$ cat config.mk
export PLATFORM = sky130hd
export DESIGN_NAME = bounded_ring_deque
export DESIGN_NICKNAME = d
export VERILOG_FILES = /design/src/brd_pkg.sv /design/src/brd_ram.sv /design/src/bounded_ring_deque.sv
export SDC_FILE = /design/constraint.sdc
export NUM_CORES = 1
export LEC_CHECK = 0
export BUFFER_PORTS_ARGS = -buffer_cell sky130_fd_sc_hd__buf_2
export CAP_MARGIN = 10
export CORE_UTILIZATION = 39
export CTS_CLUSTER_SIZE = 28
export DETAILED_ROUTE_END_ITERATION = 6
export PLACE_DENSITY_LB_ADDON = 0.05
export REMOVE_ABC_BUFFERS = 1
export SYNTH_ARGS = -nofsm -noshare
export SYNTH_HDL_FRONTEND = slang
export SYNTH_SLANG_ARGS = --single-unit
export TNS_END_PERCENT = 50
$ cat constraint.sdc
create_clock -name clk_i -period 6.7 [get_ports clk_i]
set_clock_uncertainty 0.05 [all_clocks]
set_input_delay 0.67 -clock clk_i [delete_from_list [all_inputs] [get_ports clk_i]]
set_output_delay 0.67 -clock clk_i [all_outputs]
set_load 0.02 [all_outputs]
$ cat src/brd_pkg.sv
// Package for the bounded ring deque: sizes, operation codes, payload types and index helpers.
`timescale 1ns / 1ps

package brd_pkg;

  // Built ring depth.
  localparam int unsigned DEPTH = 16;
  localparam int unsigned IDX_W = (DEPTH > 1) ? $clog2(DEPTH) : 1;
  localparam int unsigned CNT_W = $clog2(DEPTH + 1);

  // Capacity register.
  localparam int unsigned CAP_W = 5;
  localparam logic [CAP_W-1:0] CAP_RESET = 5'd16;
  localparam int unsigned CAPX_W = (CNT_W > CAP_W) ? CNT_W : CAP_W;

  localparam int unsigned WORD_W = 32;
  localparam int unsigned OP_W   = 3;

  localparam logic [OP_W-1:0] OP_PUSH_FRONT = 3'd0;
  localparam logic [OP_W-1:0] OP_PUSH_REAR  = 3'd1;
  localparam logic [OP_W-1:0] OP_POP_FRONT  = 3'd2;
  localparam logic [OP_W-1:0] OP_POP_REAR   = 3'd3;
  localparam logic [OP_W-1:0] OP_NOP        = 3'd4;

  typedef struct packed {
    logic [OP_W-1:0]          op;
    logic signed [WORD_W-1:0] data_value;
  } req_t;

  typedef struct packed {
    logic                     ok;
    logic signed [WORD_W-1:0] front_word;
    logic signed [WORD_W-1:0] rear_word;
    logic                     empty_flag;
    logic                     full_flag;
  } rsp_t;

  // Status of an item between the accept cycle and the result register.
  typedef struct packed {
    logic ok;
    logic empty;
    logic full;
  } stat_t;

  // Move one slot toward the rear, wrapping after the last slot in use.
  function automatic logic [IDX_W-1:0] step_up(input logic [IDX_W-1:0] idx,
                                               input logic [IDX_W-1:0] last);
    logic [IDX_W-1:0] res;
    if (idx >= last) begin
      res = '0;
    end else begin
      res = idx + IDX_W'(1);
    end
    return res;
  endfunction

  // Move one slot toward the front, wrapping from slot zero to the last slot in use.
  function automatic logic [IDX_W-1:0] step_down(input logic [IDX_W-1:0] idx,
                                                 input logic [IDX_W-1:0] last);
    logic [IDX_W-1:0] res;
    if (idx == '0) begin
      res = last;
    end else begin
      res = idx - IDX_W'(1);
    end
    return res;
  endfunction

endpackage

$ cat src/brd_ram.sv
// Generic RAM with one write port and two registered read ports.
`timescale 1ns / 1ps

module brd_ram #(
  parameter int unsigned WIDTH = 32,
  parameter int unsigned DEPTH = 16,
  parameter int unsigned AW    = (DEPTH > 1) ? $clog2(DEPTH) : 1
) (
  input  logic             clk_i,
  input  logic             we_i,
  input  logic [AW-1:0]    waddr_i,
  input  logic [WIDTH-1:0] wdata_i,
  input  logic [AW-1:0]    raddr_a_i,
  input  logic [AW-1:0]    raddr_b_i,
  output logic [WIDTH-1:0] rdata_a_o,
  output logic [WIDTH-1:0] rdata_b_o
);

  logic [WIDTH-1:0] mem_q [DEPTH];
  logic [WIDTH-1:0] rdata_a_q;
  logic [WIDTH-1:0] rdata_b_q;

  // Reads return the contents before a write in the same cycle.
  always_ff @(posedge clk_i) begin
    if (we_i) begin
      mem_q[waddr_i] <= wdata_i;
    end
    rdata_a_q <= mem_q[raddr_a_i];
    rdata_b_q <= mem_q[raddr_b_i];
  end

  assign rdata_a_o = rdata_a_q;
  assign rdata_b_o = rdata_b_q;

endmodule

$ cat src/bounded_ring_deque.sv
// Top level of the bounded ring deque: pointer logic, slot RAM and result register.
//
//   channel   direction  handshake                  payload
//   in        input      in_valid_i / in_stall_o    in_data_i   (brd_pkg::req_t)
//   out       output     out_valid_o / out_stall_i  out_data_o  (brd_pkg::rsp_t)
//   cfg       input      cfg_valid_i / cfg_ready_o  cfg_data_i  (capacity)
//
// One item is accepted per cycle while in_stall_o is low; its status is registered in
// the p1 stage at the transfer, and its result then moves into the output register.
// The pointer update and the slot write happen in the accept cycle; the two-port slot
// RAM reads the new front and rear slots into its output registers in that same edge.
// Reset clears the pointers and the occupancy and sets the capacity to 16; slots are
// left unwritten. A stalled output holds its result while one more item waits behind it.
`timescale 1ns / 1ps

module bounded_ring_deque (
  input  logic                        clk_i,
  input  logic                        rst_ni,
  input  logic                        in_valid_i,
  output logic                        in_stall_o,
  input  brd_pkg::req_t               in_data_i,
  output logic                        out_valid_o,
  input  logic                        out_stall_i,
  output brd_pkg::rsp_t               out_data_o,
  input  logic                        cfg_valid_i,
  output logic                        cfg_ready_o,
  input  logic [brd_pkg::CAP_W-1:0]   cfg_data_i
);

  logic [brd_pkg::CAP_W-1:0]  capacity_q;
  logic [brd_pkg::IDX_W-1:0]  head_q, head_d;
  logic [brd_pkg::IDX_W-1:0]  tail_q, tail_d;
  logic [brd_pkg::CNT_W-1:0]  occ_q, occ_d;

  logic [brd_pkg::CAPX_W-1:0] cap_x;
  logic [brd_pkg::CNT_W-1:0]  cap_eff;
  logic [brd_pkg::IDX_W-1:0]  cap_last;

  logic                       in_fire;
  logic                       p1_adv;
  logic                       was_full;
  logic                       was_empty;
  brd_pkg::stat_t             stat_d;
  brd_pkg::stat_t             p1_q;
  logic                       p1_valid_q;

  logic                       we;
  logic [brd_pkg::IDX_W-1:0]  waddr;
  logic [brd_pkg::WORD_W-1:0] wdata_q;
  logic                       fwd_a_q, fwd_b_q;
  logic [brd_pkg::WORD_W-1:0] rdata_a, rdata_b;

  brd_pkg::rsp_t              res;
  brd_pkg::rsp_t              out_q;
  logic                       out_valid_q;

  // Effective capacity: zero acts as one, anything above the built depth as the depth.
  always_comb begin
    cap_x = brd_pkg::CAPX_W'(capacity_q);
    if (cap_x == '0) begin
      cap_eff = brd_pkg::CNT_W'(1);
    end else if (cap_x > brd_pkg::CAPX_W'(brd_pkg::DEPTH)) begin
      cap_eff = brd_pkg::CNT_W'(brd_pkg::DEPTH);
    end else begin
      cap_eff = cap_x[brd_pkg::CNT_W-1:0];
    end
    cap_last = brd_pkg::IDX_W'(cap_eff - brd_pkg::CNT_W'(1));
  end

  assign cfg_ready_o = 1'b1;

  always_ff @(posedge clk_i or negedge rst_ni) begin
    if (!rst_ni) begin
      capacity_q <= brd_pkg::CAP_RESET;
    end else if (cfg_valid_i) begin
      capacity_q <= cfg_data_i;
    end
  end

  assign p1_adv     = !out_valid_q || !out_stall_i;
  assign in_stall_o = p1_valid_q && !p1_adv;
  assign in_fire    = in_valid_i && !in_stall_o;

  assign was_full  = occ_q >= cap_eff;
  assign was_empty = occ_q == '0;

  always_comb begin
    head_d    = head_q;
    tail_d    = tail_q;
    occ_d     = occ_q;
    we        = 1'b0;
    waddr     = head_q;
    stat_d.ok = 1'b1;
    if (in_fire) begin
      unique case (in_data_i.op)
        brd_pkg::OP_PUSH_FRONT, brd_pkg::OP_PUSH_REAR: begin
          if (was_full) begin
            stat_d.ok = 1'b0;
          end else begin
            we    = 1'b1;
            occ_d = occ_q + brd_pkg::CNT_W'(1);
            if (was_empty) begin
              tail_d = head_q;
              waddr  = head_q;
            end else if (in_data_i.op == brd_pkg::OP_PUSH_FRONT) begin
              head_d = brd_pkg::step_down(head_q, cap_last);
              waddr  = head_d;
            end else begin
              tail_d = brd_pkg::step_up(tail_q, cap_last);
              waddr  = tail_d;
            end
          end
        end
        brd_pkg::OP_POP_FRONT, brd_pkg::OP_POP_REAR: begin
          if (was_empty) begin
            stat_d.ok = 1'b0;
          end else begin
            occ_d = occ_q - brd_pkg::CNT_W'(1);
            if (occ_q == brd_pkg::CNT_W'(1)) begin
              head_d = '0;
              tail_d = '0;
            end else if (in_data_i.op == brd_pkg::OP_POP_FRONT) begin
              head_d = brd_pkg::step_up(head_q, cap_last);
            end else begin
              tail_d = brd_pkg::step_down(tail_q, cap_last);
            end
          end
        end
        default: begin
          // No change, including the unused codes.
        end
      endcase
    end
    stat_d.empty = occ_d == '0;
    stat_d.full  = occ_d >= cap_eff;
  end

  always_ff @(posedge clk_i or negedge rst_ni) begin
    if (!rst_ni) begin
      head_q <= '0;
      tail_q <= '0;
      occ_q  <= '0;
    end else begin
      head_q <= head_d;
      tail_q <= tail_d;
      occ_q  <= occ_d;
    end
  end

  // The RAM reads the slots under the next pointers. When the write hits one of
  // them, the word comes from the forwarding register instead.
  brd_ram #(
    .WIDTH (brd_pkg::WORD_W),
    .DEPTH (brd_pkg::DEPTH)
  ) u_slots (
    .clk_i     (clk_i),
    .we_i      (we),
    .waddr_i   (waddr),
    .wdata_i   (in_data_i.data_value),
    .raddr_a_i (head_d),
    .raddr_b_i (tail_d),
    .rdata_a_o (rdata_a),
    .rdata_b_o (rdata_b)
  );

  always_ff @(posedge clk_i) begin
    wdata_q <= in_data_i.data_value;
  end

  always_ff @(posedge clk_i or negedge rst_ni) begin
    if (!rst_ni) begin
      fwd_a_q <= 1'b0;
      fwd_b_q <= 1'b0;
    end else begin
      fwd_a_q <= we && (waddr == head_d);
      fwd_b_q <= we && (waddr == tail_d);
    end
  end

  always_ff @(posedge clk_i or negedge rst_ni) begin
    if (!rst_ni) begin
      p1_valid_q <= 1'b0;
    end else if (in_fire) begin
      p1_valid_q <= 1'b1;
    end else if (p1_adv) begin
      p1_valid_q <= 1'b0;
    end
  end

  always_ff @(posedge clk_i) begin
    if (in_fire) begin
      p1_q <= stat_d;
    end
  end

  always_comb begin
    res.ok         = p1_q.ok;
    res.empty_flag = p1_q.empty;
    res.full_flag  = p1_q.full;
    if (p1_q.empty) begin
      res.front_word = '1;
      res.rear_word  = '1;
    end else begin
      res.front_word = fwd_a_q ? wdata_q : rdata_a;
      res.rear_word  = fwd_b_q ? wdata_q : rdata_b;
    end
  end

  always_ff @(posedge clk_i or negedge rst_ni) begin
    if (!rst_ni) begin
      out_valid_q <= 1'b0;
    end else if (p1_adv) begin
      out_valid_q <= p1_valid_q;
    end
  end

  always_ff @(posedge clk_i) begin
    if (p1_adv && p1_valid_q) begin
      out_q <= res;
    end
  end

  assign out_valid_o = out_valid_q;
  assign out_data_o  = out_q;

  a_occ_bound: assert property (@(posedge clk_i) disable iff (!rst_ni)
    occ_q <= brd_pkg::CNT_W'(brd_pkg::DEPTH))
    else $error("occupancy exceeds the built depth");

  a_empty_ptrs: assert property (@(posedge clk_i) disable iff (!rst_ni)
    (occ_q == '0) |-> (head_q == '0 && tail_q == '0))
    else $error("pointers not parked while the deque is empty");

  a_pop_empty: assert property (@(posedge clk_i) disable iff (!rst_ni)
    (in_fire && occ_q == '0 && (in_data_i.op == brd_pkg::OP_POP_FRONT ||
     in_data_i.op == brd_pkg::OP_POP_REAR)) |=> (p1_valid_q && !p1_q.ok))
    else $error("pop from an empty deque not refused");

  a_stat_match: assert property (@(posedge clk_i) disable iff (!rst_ni)
    p1_valid_q |-> (p1_q.empty == (occ_q == '0)))
    else $error("pending empty flag disagrees with the occupancy");

  a_fire_lands: assert property (@(posedge clk_i) disable iff (!rst_ni)
    in_fire |=> p1_valid_q)
    else $error("accepted transfer lost before the result register");

endmodule

; ---- Yosys cells after proc, flatten, opt, wreduce, memory -nomap -nowiden
; Memories as Yosys holds them, arrays and structs flattened. A register that Yosys moved wholly into a read port is not among the register bits.
; Index checks and enable logic that the tools add are counted.
[word_totals]
register_bits = 124
ram_bits = 512
out_inout_bits = 70
wordCells = 97
memories = 1
[memory_table]
columns = memory, words, width, read_ports, rd_ports_with_merged_regs, wr, line
row1 = u_slots.mem_q, 16, 32, 2, 2, 1, brd_ram.sv:19  ; logic [WIDTH-1:0] mem_q [DEPTH];
[classes]
add_sub_neg = 7
magnitude_cmp = 5
n_eq_ne = 6
mux = 42
reduce_logical = 19
[op_table]
columns = cell, count
row1 = 4-bit 2-to-1 mux, 23
row2 = 32-bit 2-to-1 mux, 2
row3 = 5-bit 2-to-1 mux, 5
row4 = 4-bit case mux with 2 select lines, 2
row5 = 5-bit logical NOT, 3
row6 = "4-bit by 1-bit subtractor with 4-bit output, second input constant", 3
row7 = 5-bit greater-or-equal comparator, 2
row8 = 5-bit case mux with 2 select lines, 1
row9 = "4-bit by 1-bit adder with 4-bit output, second input constant", 2
row10 = 4-bit equality test, 2
row11 = 4-bit greater-or-equal comparator, 2
row12 = 4-bit logical NOT, 2
row13 = 1-bit 2-to-1 mux, 8
row14 = "3-bit by 2-bit equality test with 1-bit output, second input constant", 2
row15 = "5-bit by 1-bit adder with 5-bit output, second input constant", 1
row16 = "5-bit by 1-bit equality test with 1-bit output, second input constant", 1
row17 = "5-bit greater-than comparator, second input constant", 1
row18 = 1-bit logical AND, 5
row19 = "5-bit by 1-bit subtractor with 5-bit output, second input constant", 1
row20 = 1-bit logical NOT, 4
row21 = 2-bit OR reduction, 2
row22 = "3-bit by 1-bit equality test with 1-bit output, second input constant", 1
row23 = 3-bit logical NOT, 1
row24 = 1-bit case mux with 2 select lines, 1
row25 = other kinds (2), 2

; ---- Longest topological paths before layout
; Gate-level depths: netlist of the first run.
[logic_depth]
ltp_word = 13
depth_mapped = 19
ltp_nobuf = 17

; ---- By module
; From an unflattened synthesis of the first run, not the netlist that was laid out.
[unflattened]
hier_cells = 1695
hier_area_um2 = 30416.7
[modules_own_cells]
columns = module, instances, cells_each, area_per_inst_um2, seq_area_each_um2
row1 = brd_ram, 1, 1141, 24188.2, 16656.0
row2 = bounded_ring_deque, 1, 554, 6228.5, 3294.4

; ---- Least setup slack after synthesis of the first run
; No wires, ideal clock.
[synth_timing]
kind = input port to flip-flop
start = input port out_stall_i
end = register out_q, in the netlist out_data_o[0] (enable)
setup_ps = 594
t_arrival_ps = 5525
setup_slack_ps = 530
path_stages = 1
n_path_buf = 0
path_cell_list = a21boi_0
[synth_via]
elab_chain_len = 3
[synth_lines]
columns = element, line
row1 = start: declaration, bounded_ring_deque.sv:23  ; input logic out_stall_i,
row2 = 1-bit logical NOT, bounded_ring_deque.sv:80  ; assign p1_adv = !out_valid_q || !out_stall_i;
row3 = 1-bit logical OR, bounded_ring_deque.sv:80
row4 = 1-bit logical AND, bounded_ring_deque.sv:218  ; if (p1_adv && p1_valid_q) begin
row5 = end signal: assignment, bounded_ring_deque.sv:219  ; out_q <= res;
row6 = end: declaration, bounded_ring_deque.sv:54  ; brd_pkg::rsp_t out_q;
; No other way between the ends.
; A chain may end at the register's enable or synchronous reset.

; ---- Worst setup path in the final report of the first run
[layout_timing]
start = register capacity_q, in the netlist cap_x[3]
end = memory u_slots.mem_q[9][5] (enable)
[layout_via]
elab_chain_len = 11
word_cells_on_any_way = 19
cone_classes = 1 x add/sub / 3 x order compare / 14 x mux / 1 x reduce/logical
[layout_lines]
columns = element, line
row1 = start: declaration, bounded_ring_deque.sv:30  ; logic [brd_pkg::CAP_W-1:0] capacity_q;
row2 = start signal: assignment, bounded_ring_deque.sv:74  ; capacity_q <= brd_pkg::CAP_RESET;
row3 = start signal: assignment, bounded_ring_deque.sv:76  ; capacity_q <= cfg_data_i;
row4 = 5-bit greater-than comparator, bounded_ring_deque.sv:62  ; end else if (cap_x > brd_pkg::CAPX_W'(brd_pkg::DEPTH)) begin
row5 = 5-bit 2-to-1 mux, bounded_ring_deque.sv:62
row6 = 5-bit 2-to-1 mux (*), bounded_ring_deque.sv:60  ; if (cap_x == '0) begin
row7 = 4-bit by 1-bit subtractor with 4-bit output, bounded_ring_deque.sv:67  ; cap_last = brd_pkg::IDX_W'(cap_eff - brd_pkg::CNT_W'(1));
row8 = 4-bit greater-or-equal comparator, brd_pkg.sv:49  ; if (idx >= last) begin
row9 = 4-bit 2-to-1 mux, brd_pkg.sv:49
row10 = 4-bit 2-to-1 mux, bounded_ring_deque.sv:105  ; end else if (in_data_i.op == brd_pkg::OP_PUSH_FRONT) begin
row11 = 4-bit 2-to-1 mux, bounded_ring_deque.sv:102  ; if (was_empty) begin
row12 = 4-bit 2-to-1 mux, bounded_ring_deque.sv:97  ; if (was_full) begin
row13 = 4-bit 2-to-1 mux, bounded_ring_deque.sv:95  ; unique case (in_data_i.op)
row14 = 4-bit 2-to-1 mux, bounded_ring_deque.sv:94  ; if (in_fire) begin
row15 = end: declaration, brd_ram.sv:19
; Mark *: on every way between the ends. The rest lies on a longest branch, timed or not.

==> flow_metrics.env, run 1 <==
export IMPL_ys_seq_elements=700
export IMPL_instances_no_fill=3203
export IMPL_final_common_cell="edfxtp_1"
export IMPL_gp_congestion=0.850
export IMPL_yosysTopAreaCellShare=0.551
export IMPL_grt_pass1_wl_um=128000
export IMPL_fillCellCount=7048
export IMPL_postSynth_asyncResetShare=0.0314
export IMPL_rsz0062_at_grt="false"
export IMPL_grt_use_total=0.211
export IMPL_cts_root_buf="clkbuf_16"
export IMPL_coreArea_um2=80500
export IMPL_worst_pin_slew_ps=1090
export IMPL_synth_cell_types=62
export IMPL_syn_instance_count=1963
export IMPL_wl_per_cell_um=26.9
export IMPL_final_net_count=2146
export IMPL_slew_viol_final=0
export IMPL_irDropWorstVdd_mv=0.225
export IMPL_synthFlopType="edfxtp_1"
export IMPL_power_w=0.0146
export IMPL_synth_area_leaders="edfxtp_1 55%, mux2i_1 15%, mux4_2 9.1%, dfxtp_1 6.1%, a211o_1 1.8%"
export IMPL_worstPathBufferInverterCount=2
export IMPL_ys_warn_count=0
export IMPL_grt_pass1_vias=19000
export IMPL_first_iter_violations=1391
export IMPL_setup_viol_count_final=0
export IMPL_r2r_end="u_slots.mem_q[9][5]"
export IMPL_rrSetupSlack_ps=1340
export IMPL_relSlewSlack=0.276
export IMPL_die_h_um=287
export IMPL_cts_buffers_inserted=79
export IMPL_critPathSlowestCell="nor2_4"
export IMPL_grt_ovfl_total=0
export IMPL_drv_cap=0
export IMPL_grt_antenna_before_repair=6
export IMPL_diodes=0
export IMPL_num_vias=18000
export IMPL_synth_cell_area_um2=31700
export IMPL_io_buffers=113
export IMPL_start_util=0.394
export IMPL_cts_htree_levels=3
export IMPL_die_area_um2=82500
export IMPL_wl_um=86200
export IMPL_status="complete, no violations"
export IMPL_finalHoldViolCount=0
export IMPL_crit_family="simple AND/OR/NAND/NOR gates"
export IMPL_clock_sinks=700
export IMPL_worst_path_stages=15
export IMPL_pwr_density_cell_nw_per_um2=402
export IMPL_yosysSeqAreaShare=0.629
export IMPL_vias_per_cell=5.63
export IMPL_cp_required_ps=6950
export IMPL_end_kind="flip-flop"
export IMPL_route_detailed_drc=0
export IMPL_arrival_ps=5610
export IMPL_final_core_util=0.452
export IMPL_mostFrequentLayoutCells="582 x edfxtp_1, 484 x mux2i_1, 128 x mux4_2, 113 x buf_2, 96 x dfxtp_1"
export IMPL_drive_above_1_share=0.210
export IMPL_tritoncts="yes"
export IMPL_crit_start="cap_x[3]"
export IMPL_synth_top_area_cell="edfxtp_1"
export IMPL_start_kind="flip-flop"
export IMPL_reg2regPathDepth=15
export IMPL_clock_latency_ps=610
export IMPL_rows=104
export IMPL_clk_pin_slew_ps=60
export IMPL_crit_path_max_incr_delay_ps=730
export IMPL_crit_end="u_slots.mem_q[9][5]"
export IMPL_fin_crit_ps=5360
export IMPL_dieWidth_um=287
export IMPL_syn_to_final_growth_pct=14.7
export IMPL_reg2reg_from="cap_x[3]"
export IMPL_crit_fanout=14
export IMPL_grt_max_degree=112
export IMPL_firstDrtPassIters=7
export IMPL_avgSynthCellArea_um2=16.2
export IMPL_cts_buffer_depth=3
export IMPL_synth_edf_count=582
export IMPL_critical_path_class="reg -> reg"
export IMPL_period_share=0.800
export IMPL_dp_hpwl_um=51500
export IMPL_leakagePower_nw=14.0
export IMPL_ant_nets=0
export IMPL_dp_cells=3055
export IMPL_hold_class="in -> reg"
export IMPL_fmax_mhz=187
export IMPL_ios=115
export IMPL_cp_cell_sequence="nor3_1 -> nor2_1 -> nor2_1 -> inv_1 -> ha_1 -> xor2_1 -> ha_1 -> a21oi_1 -> o21ai_1 -> a211oi_1 -> o21ai_0 -> a31oi_1 -> nand3_1 -> nor2_4 -> buf_4"
worst min-delay path: stages:
cell	delay [ps]
buf_2	80
nand2_1	40
o21ai_0	60
how the worst min path moves through the flow:
stage | slack, ps | depth (start not counted) | from | end
after floorplan | 320 | 0 | rst_ni | cap_x[0]
after global routing | 240 | 2 | cfg_data_i[1] | cap_x[1]
after global placement | 360 | 0 | p1_q[2] | out_data_o[66]
final | 230 | 3 | cfg_data_i[4] | cap_x[4]
after CTS | 190 | 3 | cfg_data_i[4] | cap_x[4]
after detailed placement | 360 | 0 | p1_q[2] | out_data_o[66]
power breakdown:
part	total, W	leakage, nW	internal [W]	switching, W
sequential	0.00534	6.31	0.00514	0.000199
combinational	0.00489	6.35	0.00214	0.00275
clock	0.00438	1.30	0.00262	0.00175
total	0.0146	14.0	0.00990	0.00470
cell type report:
type                            count  area (um2)  area share
Inverter                           21        78.8     0.00217
Sequential cell                   700       20000       0.549
Multi-Input combinational cell   1111       11200       0.309
Tap cell                         1060        1330      0.0365
Clock inverter                     40         390      0.0107
Clock buffer                      107        2250      0.0618
Timing Repair Buffer              164        1150      0.0316
cells in the mapped netlist (7+ instances only):
cell	instances
edfxtp_1	582
mux2i_1	484
mux4_2	128
dfxtp_1	96
nand2_1	71
nor2b_1	69
a211o_1	65
a22oi_1	64
buf_2	59
clkbuf_1	47
nor2_1	41
ha_1	24
dfrtp_1	21
inv_1	16
nor3_1	16
a21oi_1	15
o21ai_0	14
nand2b_1	11
o21ai_1	11
buf_1	10
buf_6	8
a21o_1	7
a31oi_1	7
buf_4	7
nand3_1	7
xnor2_1	7
cells by family after synthesis:
kind of cell	count (synthesis)	synth area share
xor+xnor	11	0.00304
buf+inv	152	0.0230
mux	617	0.245
flops	700	0.629
fa+ha+maj	26	0.0101
simple gates	239	0.0378
compound gates	217	0.0513
other cells	1	0.000118
sequential cells by signal (all words and copies together), names as in the netlist:
register	flops
u_slots.rdata_a_o	32
occ_q	5
u_slots.mem_q	512
wdata_q	32
p1_valid_q	1
out_valid_o	1
fwd_a_q	1
tail_q	4
head_q	4
out_data_o	67
u_slots.rdata_b_o	32
fwd_b_q	1
p1_q	3
cap_x	5
per-layer routing:
layer / part of all wire / track usage
met2: 0.49 / 0.352
met1: 0.46 / 0.290
met4: 0.022 / 0.0555
met3: 0.034 / 0.0271
met5: 0.00015 / 0
what timing repair did:
| action | 4_1_cts | 5_1_grt |
|---|---|---|
| setup buffers | 0 | 0 |
| gates resized for setup | 0 | 0 |
| endpoints found under the hold margin | 21 | 0 |
| hold buffers | 1 | 0 |
per-stage QoR:
stage | setup WS [ps] | hold WS, ps | instance area [um2] | setup TNS [ps]
CTS | 1270 | 193 | 36400 | 0
floorplan | -9560 | 324 | 31100 | -396750
global route | 809 | 236 | 36400 | 0
global placement | 1490 | 356 | 33700 | 0
finish | 1340 | 235 | 36400 | 0
detailed placement | 1300 | 356 | 33700 | 0
(Power assumes the default switching activity.)
==> run 2, diff against run 1 <==
==> constraint.sdc (replaced) <==
create_clock -name clk_i -period 4.3 [get_ports clk_i]
set_clock_uncertainty 0.05 [all_clocks]
set_input_delay 0.43 -clock clk_i [delete_from_list [all_inputs] [get_ports clk_i]]
set_output_delay 0.43 -clock clk_i [all_outputs]
set_load 0.02 [all_outputs]
==> run 2 against run 1 <==
Compared with the run above: routed wire length grew 3.5%; critical endpoint is now u_slots.rdata_b_o[13]; sequential share of layout area decreased by 2.3 points; largest cell class unchanged; cell count up 2.9%; highest routed layer unchanged; via count rose by 2.0%; register-to-register slack lost 1300 ps; core utilization increased by 2.0 points; fmax is 26% higher; die area did not move.
==> flow_metrics.env, run 2 (synthesis gave the netlist of run 1 again) <==
export IMPL_crit_fanout=8
export IMPL_leakagePower_nw=14.6
export IMPL_grt_pass1_wl_um=129000
export IMPL_final_net_count=2238
export IMPL_clock_sinks=700
export IMPL_die_area_um2=82500
export IMPL_crit_path_max_incr_delay_ps=440
export IMPL_cts_htree_levels=3
export IMPL_relSlewSlack=0.509
export IMPL_pwr_density_cell_nw_per_um2=625
export IMPL_firstDrtPassIters=5
export IMPL_crit_family="simple AND/OR/NAND/NOR gates"
export IMPL_vias_per_cell=5.58
export IMPL_syn_to_final_growth_pct=19.7
export IMPL_dpl_cell_area_um2=34700
export IMPL_arrival_ps=4710
export IMPL_mostFrequentLayoutCells="582 x edfxtp_1, 483 x mux2i_1, 128 x mux4_2, 113 x buf_2, 96 x dfxtp_1"
export IMPL_wl_um=89200
export IMPL_cts_buffers_inserted=79
export IMPL_ios=115
export IMPL_fin_crit_ps=4250
export IMPL_clk_pin_slew_ps=60
export IMPL_grt_max_degree=54
export IMPL_largest_reg_flops=512
export IMPL_irDropWorstVdd_mv=0.419
export IMPL_cp_required_ps=4760
export IMPL_finalHoldViolCount=0
export IMPL_setup_viol_count_final=0
export IMPL_dieWidth_um=287
export IMPL_cts_buffer_depth=3
export IMPL_start_kind="flip-flop"
export IMPL_start_util=0.394
export IMPL_critical_path_class="reg -> reg"
export IMPL_final_common_cell="edfxtp_1"
export IMPL_grt_use_total=0.216
export IMPL_io_buffers=113
export IMPL_clock_latency_ps=620
export IMPL_status="complete, no violations"
export IMPL_rsz0062_at_grt="true"
export IMPL_ant_nets=0
export IMPL_dp_slack_ps=33.2
export IMPL_grt_antenna_before_repair=1
export IMPL_grt_pass1_vias=19300
export IMPL_drv_cap=0
export IMPL_num_vias=18400
export IMPL_cts_root_buf="clkbuf_16"
export IMPL_finalSetupTns_ps=0
export IMPL_period_share=0.988
export IMPL_regMostFlops="u_slots.mem_q"
export IMPL_wl_per_cell_um=27.1
export IMPL_gp_congestion=0.886
export IMPL_end_kind="flip-flop"
export IMPL_final_core_util=0.471
export IMPL_fmax_mhz=235
export IMPL_grt_ovfl_total=0
export IMPL_tritoncts="yes"
export IMPL_fin_area_um2=37900
export IMPL_route_detailed_drc=0
export IMPL_rows=104
export IMPL_whs_ps=35.0
export IMPL_die_h_um=287
export IMPL_dp_hpwl_um=51900
export IMPL_first_iter_violations=1279
export IMPL_drive_above_1_share=0.254
export IMPL_hold_class="in -> reg"
export IMPL_slew_viol_final=0
export IMPL_cp_cell_sequence="nor3_2 -> nor2_1 -> nor2_1 -> inv_1 -> ha_2 -> xor2_2 -> ha_1 -> a21oi_2 -> o21ai_2 -> maj3_2 -> or4_4 -> a21boi_4 -> o22ai_4 -> buf_12 -> buf_16 -> buf_12 -> mux4_2 -> a22oi_2 -> nand2_1"
export IMPL_setup_ws_ps=51.6
export IMPL_worst_pin_slew_ps=737
export IMPL_critPathSlowestCell="or4_4"
export IMPL_coreArea_um2=80500
export IMPL_worstPathBufferInverterCount=4
==> run 2: changes by cell type in the layout (fill, tap and decap cells not counted), moves of 4 or more <==
cell,before,now
buf_4,34,64
dlygate4sd3_1,1,15
a22oi_1,64,38
a22oi_2,0,26
clkbuf_16,83,88
clkbuf_1,16,20
buf_12,16,56
==> run 2: final timing paths <==
check / startpoint / endpoint / slack, ps / depth (start not counted)
setup / recovery: cap_x[1] / u_slots.rdata_b_o[13] / 50 / 19
hold / removal: in_data_i[16] / wdata_q[16] / 40 / 1
setup reg to reg: cap_x[1] / u_slots.rdata_b_o[13] / 50 / 19
hold reg to reg: p1_q[2] / out_data_o[66] / 370 / 0
max in group asynchronous: rst_ni / fwd_b_q / 3450 / 2
min in group asynchronous: rst_ni / p1_valid_q / 310 / 2
==> run 2: worst register-to-register path, stage by stage, from the launching register on <==
cell      delay [ps]
dfrtp_1          380
nor3_2           170
nor2_1            60
nor2_1           140
inv_1             90
ha_2             200
xor2_2           180
ha_1             340
a21oi_2          150
o21ai_2           80
maj3_2           320
or4_4            440
a21boi_4         190
o22ai_4          160
buf_12           220
buf_16           180
buf_12           140
mux4_2           430
a22oi_2          170
nand2_1           70
==> run 2: through the flow <==
step	power, W	instances
floorplan	0.0147	1832
global placement	0.0165	3119
detailed placement	0.0165	3119
CTS	0.0235	3282
global route	0.0248	3296
finish	0.0237	3297
==> run 2: report_power, final <==
part	leakage [nW]	switching (W)	internal, W
Sequential	6.31	0.000287	0.00801
Clock	1.32	0.00272	0.00421
Combinational	6.99	0.00454	0.00394
==> run 2: per-layer routing <==
layer | wire length (um) | global-route usage
met4 | 1680 | 0.0547
met3 | 3620 | 0.0325
met1 | 40100 | 0.294
met5 | 13 | 0
met2 | 43800 | 0.361
==> run 2: cell type report <==
type / count / area (um2)
antenna: 1 / 2.50
clock buffer: 110 / 2260
clock inverter: 38 / 423
fill: 6897 / 42600
inverter: 21 / 78.8
multi-input combinational: 1111 / 11400
sequential: 700 / 20000
tap: 1060 / 1330
timing repair buffer: 256 / 2480
==> run 2: repair_timing <==
action	in CTS	in global routing
pin swaps	0	16
hold endpoints to repair	34	0
endpoints found under the setup margin	5	440
buffers inserted	0	9
resized for setup	1	49
cloned	0	5
hold buffers	15	0
==> run 3, diff against run 2 <==
--- a/config.mk
+++ b/config.mk
@@ -10,6 +10,7 @@
 export CORE_UTILIZATION = 39
 export CTS_CLUSTER_SIZE = 28
 export DETAILED_ROUTE_END_ITERATION = 6
+export GPL_TIMING_DRIVEN = 0
 export PLACE_DENSITY_LB_ADDON = 0.05
 export REMOVE_ABC_BUFFERS = 1
 export SYNTH_ARGS = -nofsm -noshare
==> run 3 against run 2 <==
Compared with the run above: the run now ends with setup timing left; non-clock buffer count is 66 higher; die area stayed put; critical endpoint is now u_slots.rdata_b_o[5]; critical path depth is 2 higher.
==> flow_metrics.env, run 3 (synthesis gave the netlist of run 1 again) <==
export IMPL_gp_congestion=0.828
export IMPL_wl_um=89400
export IMPL_regMostFlops="u_slots.mem_q"
export IMPL_slew_viol_final=0
export IMPL_first_iter_violations=1247
export IMPL_p_sw_w=0.00788
export IMPL_worst_pin_slew_ps=1010
export IMPL_rrSetupSlack_ps=-20
export IMPL_coreArea_um2=80500
export IMPL_clockPowerShare=0.281
export IMPL_final_net_count=2305
export IMPL_drv_cap=0
export IMPL_holdPathEnd="wdata_q[4]"
export IMPL_period_share=1.00
export IMPL_io_buffers=113
export IMPL_instances_no_fill=3364
export IMPL_critPathSlowestCell="mux4_2"
export IMPL_clock_sinks=700
export IMPL_end_kind="flip-flop"
export IMPL_cts_root_buf="clkbuf_16"
export IMPL_cts_buffers_inserted=80
export IMPL_num_vias=18800
export IMPL_path_common_cell="buf_12"
export IMPL_rows=104
export IMPL_violations="setup timing"
export IMPL_ant_nets=0
export IMPL_cp_required_ps=4760
export IMPL_cp_cell_sequence="nor3_2 -> nor2_2 -> nor2_4 -> inv_4 -> ha_4 -> xor2_4 -> buf_12 -> ha_4 -> a21oi_2 -> o21ai_2 -> maj3_2 -> or4_4 -> a21boi_4 -> o22ai_4 -> buf_12 -> buf_6 -> buf_12 -> buf_16 -> mux4_2 -> a22oi_2 -> nand2_1"
export IMPL_grt_pass1_vias=19200
export IMPL_vias_per_cell=5.59
export IMPL_clk_pin_slew_ps=60
export IMPL_start_util=0.394
export IMPL_grt_use_total=0.216
export IMPL_power_frac_comb=0.384
export IMPL_pwr_density_cell_nw_per_um2=630
export IMPL_fillCellCount=6707
export IMPL_p_int_w=0.0170
export IMPL_die_h_um=287
export IMPL_die_area_um2=82500
export IMPL_fin_crit_ps=4320
export IMPL_clock_latency_ps=630
export IMPL_dieWidth_um=287
export IMPL_setup_ws_ps=-16.7
export IMPL_setup_viol_count_final=4
export IMPL_regArea_um2=20000
export IMPL_dp_cells=3114
export IMPL_grt_max_degree=51
export IMPL_reg2reg_from="cap_x[2]"
export IMPL_switching_share=0.317
export IMPL_tritoncts="yes"
export IMPL_rsz0062_at_grt="true"
export IMPL_status="finished with violations"
export IMPL_hold_class="in -> reg"
export IMPL_leakagePower_nw=15.3
export IMPL_ios=115
export IMPL_syn_to_final_growth_pct=24.4
export IMPL_hold_start="in_data_i[4]"
export IMPL_crit_path_max_incr_delay_ps=450
export IMPL_cts_buffer_depth=3
export IMPL_cts_htree_levels=3
export IMPL_grt_pass1_wl_um=129000
export IMPL_arrival_ps=4780
export IMPL_wl_per_cell_um=26.6
export IMPL_crit_fanout=8
export IMPL_fin_area_um2=39400
export IMPL_relSlewSlack=0.320
export IMPL_grt_ovfl_total=0
export IMPL_crit_start="cap_x[2]"
export IMPL_critical_path_class="reg -> reg"
export IMPL_hold_depth=1
export IMPL_drive_above_1_share=0.295
export IMPL_mostFrequentLayoutCells="582 x edfxtp_1, 483 x mux2i_1, 128 x mux4_2, 113 x buf_2, 96 x dfxtp_1"
export IMPL_start_kind="flip-flop"
export IMPL_reg2regPathDepth=21
export IMPL_r2r_end="u_slots.rdata_b_o[5]"
export IMPL_route_detailed_drc=0
export IMPL_sequentialPowerShare=0.334
export IMPL_dp_hpwl_um=57800
export IMPL_final_common_cell="edfxtp_1"
export IMPL_firstDrtPassIters=5
export IMPL_multiInputGateArea_um2=11600
export IMPL_fmax_mhz=232
export IMPL_grt_antenna_before_repair=3
export IMPL_largest_reg_flops=512
export IMPL_dpl_cell_area_um2=35200
export IMPL_worstPathBufferInverterCount=6
export IMPL_irDropWorstVdd_mv=0.360
export IMPL_crit_family="simple AND/OR/NAND/NOR gates"
export IMPL_finalHoldViolCount=0
[run 3: changes by cell type in the layout (fill, tap and decap cells not counted), moves of 4 or more]
cell	change
buf_8	+21
buf_4	+11
buf_6	+11
buf_16	+35
clkinv_1	-7
clkbuf_1	-4
a22oi_1	-17
clkbuf_8	+6
a22oi_2	+17
buf_12	-15
nor2_1	-4
[run 3: worst reg2reg max path, cell delays in order (launching register included)]
cell      delay, ps
dfrtp_1         390
nor3_2          210
nor2_2           80
nor2_4          120
inv_4            50
ha_4            170
xor2_4          160
buf_12          140
ha_4            230
a21oi_2         120
o21ai_2          80
maj3_2          330
or4_4           430
a21boi_4        170
o22ai_4         120
buf_12          170
buf_6           140
buf_12          160
buf_16          160
mux4_2          460
a22oi_2         160
nand2_1          90
[run 3: area by class of cell]
cell class              count  share of cell area
clock inverters            39              0.0115
inverters                  21             0.00213
repair buffers            322              0.0943
diodes                      1           0.0000635
multi-input cells        1111               0.295
clock buffers             110              0.0577
well taps                1060              0.0336
flip-flops and latches    700               0.506
[run 3: worst max-delay path by stage]
| stage | end | slack (ps) | depth (start not counted) |
|---|---|---|---|
| finish | u_slots.rdata_b_o[5] | -20 | 21 |
| global route | u_slots.rdata_b_o[0] | -150 | 21 |
| CTS | u_slots.rdata_b_o[17] | -170 | 21 |
| detailed placement | u_slots.mem_q[13][4] | -1580 | 16 |
| global placement | head_q[1] | -18910 | 12 |
| floorplan | head_q[1] | -11960 | 12 |
[run 3: metal layers]
metal	wire, um	global-route usage	vias to the layer above
li1	-	-	8366
met2	44700	0.369	435
met4	2490	0.0686	2
met1	39200	0.284	9855
met3	2940	0.0279	134
met5	13	0	-
[run 3: power by group through the flow]
stage	Sequential (W)	Clock, W	Combinational [W]
2_1_floorplan	0.00850	0	0.00623
3_3_place_gp	0.00839	0	0.00668
3_5_place_dp	0.00844	0	0.00863
4_1_cts	0.00830	0.00717	0.00909
5_1_grt	0.00836	0.00741	0.0102
6_report	0.00830	0.00699	0.00954
[run 3: metrics by stage]
stage | worst slack, ps | power (W) | hold slack [ps] | utilization | setup TNS [ps]
floorplan | -11960 | 0.0147 | 84.4 | - | -985320
global placement | -18910 | 0.0151 | 353 | 0.409 | -3629430
detailed placement | -1580 | 0.0171 | 357 | 0.438 | -703100
CTS | -168 | 0.0246 | 0.521 | 0.482 | -1530
global route | -151 | 0.0259 | 25.3 | 0.490 | -1890
finish | -16.7 | 0.0248 | 20.6 | 0.490 | -57.0
[run 3: timing repair]
item	in CTS	in global routing
setup buffers	44	36
pin swaps	35	30
hold buffers	17	0
endpoints found under the hold margin	36	0
gates resized for setup	44	54
setup endpoints to repair	583	533
gates cloned	3	4
